==> config.mk <==
export PLATFORM = sky130hd
export DESIGN_NAME = cpcr_isqrt
export DESIGN_NICKNAME = d
export VERILOG_FILES = /design/src/cpcr_pkg.sv /design/src/cpcr_isqrt.sv
export SDC_FILE = /design/constraint.sdc
export NUM_CORES = 2
export LEC_CHECK = 0
export BUFFER_PORTS_ARGS = -buffer_cell sky130_fd_sc_hd__buf_4
export CAP_MARGIN = 5
export CELL_PAD_IN_SITES_DETAIL_PLACEMENT = 1
export CELL_PAD_IN_SITES_GLOBAL_PLACEMENT = 2
export CORE_MARGIN = 2
export CORE_UTILIZATION = 41
export CTS_CLUSTER_SIZE = 8
export DETAILED_ROUTE_END_ITERATION = 16
export PLACE_DENSITY_LB_ADDON = 0.1
export RECOVER_POWER = 100
export SYNTH_ARGS = -nofsm -noshare
export SYNTH_HDL_FRONTEND = slang
export SYNTH_MEMORY_MAX_BITS = 65536
export SYNTH_SLANG_ARGS = --single-unit
==> constraint.sdc <==
create_clock -name clk_i -period 3.4 [get_ports clk_i]
set_clock_uncertainty 0.05 [all_clocks]
set_input_delay 0.34 -clock clk_i [delete_from_list [all_inputs] [get_ports clk_i]]
set_output_delay 0.34 -clock clk_i [all_outputs]
set_load 0.02 [all_outputs]
==> src/cpcr_pkg.sv <==
// shared types, constants and helpers for the circle pair collision response block
// no dependencies
`timescale 1ns / 1ps
`default_nettype none
package cpcr_pkg;

  localparam int FRAC_BITS  = 16;
  localparam int NORM_BITS  = 28;
  localparam int RATIO_BITS = 31;
  localparam int SQRT_STEPS = 32;
  localparam int DIV_STEPS  = 32;
  localparam int DLY_DEPTH  = 32;

  localparam logic [31:0] NEAR_EPS = 32'((64'd1 << FRAC_BITS) / 64'd10000);
  localparam logic [32:0] Q_MAX    = {33{1'b1}};
  localparam logic [16:0] REST_RST = 17'd32768;
  localparam logic [17:0] REST_ONE = 18'd65536;

  typedef struct packed {
    logic [31:0] first_pos_x;
    logic [31:0] first_pos_y;
    logic [31:0] first_vel_x;
    logic [31:0] first_vel_y;
    logic [30:0] first_radius;
    logic [31:0] first_mass;
    logic [31:0] second_pos_x;
    logic [31:0] second_pos_y;
    logic [31:0] second_vel_x;
    logic [31:0] second_vel_y;
    logic [30:0] second_radius;
    logic [31:0] second_mass;
  } pair_t;

  typedef struct packed {
    pair_t       pair;
    logic [31:0] md;
    logic [32:0] total;
    logic        touch;
    logic        neg_x;
    logic        neg_y;
    logic        near;
    logic [31:0] adx;
    logic [31:0] ady;
    logic [31:0] pen;
  } side_t;

  typedef struct packed {
    logic        touching;
    logic        impulse_applied;
    logic [31:0] new_first_pos_x;
    logic [31:0] new_first_pos_y;
    logic [31:0] new_first_vel_x;
    logic [31:0] new_first_vel_y;
    logic [31:0] new_second_pos_x;
    logic [31:0] new_second_pos_y;
    logic [31:0] new_second_vel_x;
    logic [31:0] new_second_vel_y;
  } res_t;

  // round to nearest on a magnitude, dropping the normal fraction bits
  function automatic logic [35:0] rnd_norm(input logic [63:0] m);
    logic [63:0] s;
    s = m + (64'd1 << (NORM_BITS - 1));
    return 36'(s >> NORM_BITS);
  endfunction

  function automatic logic [31:0] sat32(input logic signed [37:0] v);
    logic [31:0] r;
    if (v > 38'sh0_7FFF_FFFF) begin
      r = 32'h7FFF_FFFF;
    end else if (v < -38'sh0_8000_0000) begin
      r = 32'h8000_0000;
    end else begin
      r = v[31:0];
    end
    return r;
  endfunction

endpackage
`default_nettype wire

==> src/cpcr_isqrt.sv <==
// pipelined integer square root, one result bit per stage
// depends on cpcr_pkg
`timescale 1ns / 1ps
`default_nettype none
module cpcr_isqrt import cpcr_pkg::*; (
  input  wire logic        clk_i,
  input  wire logic        en_i,
  input  wire logic [63:0] rad_i,
  output logic      [31:0] root_o
);

  logic [33:0] r_q [SQRT_STEPS];
  logic [31:0] q_q [SQRT_STEPS];
  logic [63:0] x_q [SQRT_STEPS];
  logic [33:0] r_p [SQRT_STEPS];
  logic [31:0] q_p [SQRT_STEPS];
  logic [63:0] x_p [SQRT_STEPS];
  logic [33:0] r_d [SQRT_STEPS];
  logic [31:0] q_d [SQRT_STEPS];
  logic [63:0] x_d [SQRT_STEPS];

  always_comb begin
    logic [35:0] trial;
    logic [35:0] tst;
    r_p[0] = '0;
    q_p[0] = '0;
    x_p[0] = rad_i;
    for (int k = 1; k < SQRT_STEPS; k++) begin
      r_p[k] = r_q[k-1];
      q_p[k] = q_q[k-1];
      x_p[k] = x_q[k-1];
    end
    for (int k = 0; k < SQRT_STEPS; k++) begin
      trial  = {r_p[k], x_p[k][63:62]};
      tst    = {2'b00, q_p[k], 2'b01};
      x_d[k] = {x_p[k][61:0], 2'b00};
      if (trial >= tst) begin
        r_d[k] = 34'(trial - tst);
        q_d[k] = {q_p[k][30:0], 1'b1};
      end else begin
        r_d[k] = trial[33:0];
        q_d[k] = {q_p[k][30:0], 1'b0};
      end
    end
  end

  always_ff @(posedge clk_i) begin
    if (en_i) begin
      for (int k = 0; k < SQRT_STEPS; k++) begin
        r_q[k] <= r_d[k];
        q_q[k] <= q_d[k];
        x_q[k] <= x_d[k];
      end
    end
  end

  assign root_o = q_q[SQRT_STEPS-1];

endmodule
`default_nettype wire

==> flow_summary.toml <==
[clock_network]
clockBufferDepth = 4
cts.clk_slew.worst_paths_ps = 50
cts.sinks = 2523
cts_tree = "yes"
clock_latency_ps = 920
cts-root-buf = "clkbuf_16"
cts_buffers = 356
htree_levels = 5

[setup_path]
reg2reg_from = "r_q[0][361]"
regToRegEndpoint = "r_q[0][404]"
r2r_cells = 10
r2r_slack_ps = -230
crit_path_end_kind = "register"
start_kind = "register"
worstPathRequired_ps = 3980
path_max_fanout = 6
path_class = "register to register"
crit_arrival_ps = 4210

[cells_and_area]
final_cells = 14100
mostFrequentLayoutCells = "edfxtp_1 (2523), buf_4 (711), inv_1 (693), a21oi_1 (565), nand2_1 (558)"
drive_above_1_share_pct = 17.7
fillerInstances = 28700
area_growth_pct = 20.8
nets = 10900
final_common_cell = "edfxtp_1"

[floorplanning]
die_w_um = 538
coreArea_mm2 = 0.285
io_pins = 98
initial_utilization_pct = 41.1
die-height_um = 538
die_area_mm2 = 0.290
rows = 196

[min_path]
worstHoldPathCells = 2
hold_path.startpoint = "rad_i[50]"
holdPathEnd = "x_q[0][50]"
hold_path_class = "input port to register"

[global_routing]
grt_pass1_wl_mm = 448
gr-total-overflow = 0
grt_util_all_layers_pct = 19.4
antenna_found_initial = 3
grt_max_degree = 119
grt_pass1_vias = 78300

[synth]
synth_area_mm2 = 0.117
synth.avg_cell_area_um2 = 13.0
netlist-cell-type-count = 82
synthArstFlopShare_pct = 0
synthCells = 8983
synth_flop_cell = "edfxtp_1"
ys_ff_latch = 2523
synth_edf_count = 2523
yosys_warnings = 0
yosysSeqAreaShare_pct = 64.7
syn_nets = 9611

[routing]
dr.pass1.iters = 5
vias_per_cell = 5.21
drtIter0Drc = 3860
wl_per_cell_um = 20.3
wirelength_mm = 287
vias = 73600
drc = 0
final_antenna_net_count = 0

[place]
placed_cells = 13500
pre_cts_slack_ps = -321
gp_congestion = 0.828
place_hpwl_mm = 209
numPortBuffers = 97

[status]
status = "complete, but fails checks"
violations = "max-capacitance violations, max-slew violations, negative setup slack"

[sta]
maxSlewHeadroom_pct = -77.1
setup_violations = 131
finalHoldViolations = 0
fmax_mhz = 276
post-route-period-util_pct = 107
rsz0062_at_grt = "yes"
period_needed_ps = 3630
slew_violations = 57
timing.final.ws_setup_ps = -228
tightest_slew_ps = 2660

[power_and_ir_drop]
ir_drop_mv = 0.403
p_leak_uw = 0.0551
powerDensity_mw_per_mm2 = 672

[flow_run]
maxCapViolations = 1
## metrics by stage
| stage | hold WS [ps] | TNS, ps | utilization (%) | cell area (µm²) | total power (µW) |
|---|---|---|---|---|---|
| final | 115 | -11600 | 49.7 | 142000 | 95100 |
| after global routing | 81.2 | -114770 | 49.7 | 142000 | 100000 |
| after CTS | 6.50 | -10780 | 49.3 | 140000 | 95900 |
| after detailed placement | 355 | -28250 | 45.3 | 129000 | 63300 |
| after global placement | 350 | -12570 | 45.3 | 129000 | 62900 |
| after floorplan | 350 | -2660 | - | 117000 | 54600 |
## metal layers
layer	routed length, µm	track usage, %	share of wire (%)
met1	127000	24.9	44
met2	145000	34.5	51
met3	7320	2.09	2.6
met4	7390	5.40	2.6
met5	0	0	0
## timing repair
action	CTS	global route
hold buffers	67	0
gates cloned	5	5
endpoints found under the setup margin	352	544
pin swaps	45	115
gates resized for setup	204	359
buffers inserted	26	75
hold endpoints to repair	93	0
## cell usage after synthesis (114+ instances only)
cell type | instances | area (µm²)
edfxtp_1 | 2523 | 75800
inv_1 | 698 | 2620
a21oi_1 | 594 | 2970
nand2_1 | 577 | 2170
ha_1 | 562 | 7030
nor2_1 | 540 | 2030
xnor2_1 | 443 | 3880
o21ai_0 | 439 | 2200
xor2_1 | 401 | 3510
a21o_1 | 256 | 1920
nor3_1 | 222 | 1110
clkbuf_1 | 145 | 544
nand3_1 | 138 | 691
nor4_1 | 114 | 713
## critical path, stage by stage (launching register included)
cell and delay (ps):
edfxtp_1 390, or4_4 550, or4_4 430, or3_4 350, or3_4 340, or3_4 350, a2111o_1 390, nor2b_4 180
nand2b_4 140, nor3_2 60, xor2_1 140
## flip-flops by register name, summed over array words and instances (netlist names)
name and flops:
x_q 992, r_q 1003, q_q 528
## cells by family (layout without fill, tap and decap cells)
kind of cell | after synthesis | count (layout) | synth area share (%)
flops | 2523 | 2523 | 64.7
simple gates | 2272 | 2272 | 9.61
compound gates | 1812 | 1812 | 9.58
buf+inv | 864 | 2238 | 2.79
xor+xnor | 844 | 844 | 6.31
fa+ha+maj | 562 | 562 | 6.01
mux | 105 | 105 | 0.996
other cells | 1 | 2 | 0.00320
## power breakdown
part | total (µW) | leakage (µW) | switching [µW] | internal (µW)
clock network | 31400 | 0.00467 | 12700 | 18700
registers | 42200 | 0.0243 | 2760 | 39400
logic | 21500 | 0.0261 | 11800 | 9700
total | 95100 | 0.0551 | 27200 | 67900
## cell type report
| class | instances | area [µm²] | share of cell area [%] |
|---|---|---|---|
| Sequential cell | 2523 | 75800 | 53.5 |
| Multi-Input combinational cell | 5596 | 40100 | 28.3 |
| Clock buffer | 381 | 9090 | 6.42 |
| Timing Repair Buffer | 1132 | 8700 | 6.15 |
| Tap cell | 3762 | 4710 | 3.33 |
| Inverter | 699 | 2620 | 1.85 |
| Clock inverter | 26 | 502 | 0.355 |
| Antenna cell | 1 | 2.50 | 0.00177 |
## worst max-delay path by stage
stage	endpoint	slack, ps	startpoint	depth (start not counted)
3_5_place_dp	r_q[0][397]	-320	r_q[0][361]	10
6_report	r_q[0][404]	-230	r_q[0][361]	10
5_1_grt	r_q[0][397]	-280	r_q[0][361]	10
4_1_cts	r_q[0][397]	-250	r_q[0][361]	10
3_3_place_gp	r_q[0][397]	-320	r_q[0][361]	10
2_1_floorplan	r_q[0][397]	-220	r_q[0][360]	12
Power figures use the tool's default switching activity.
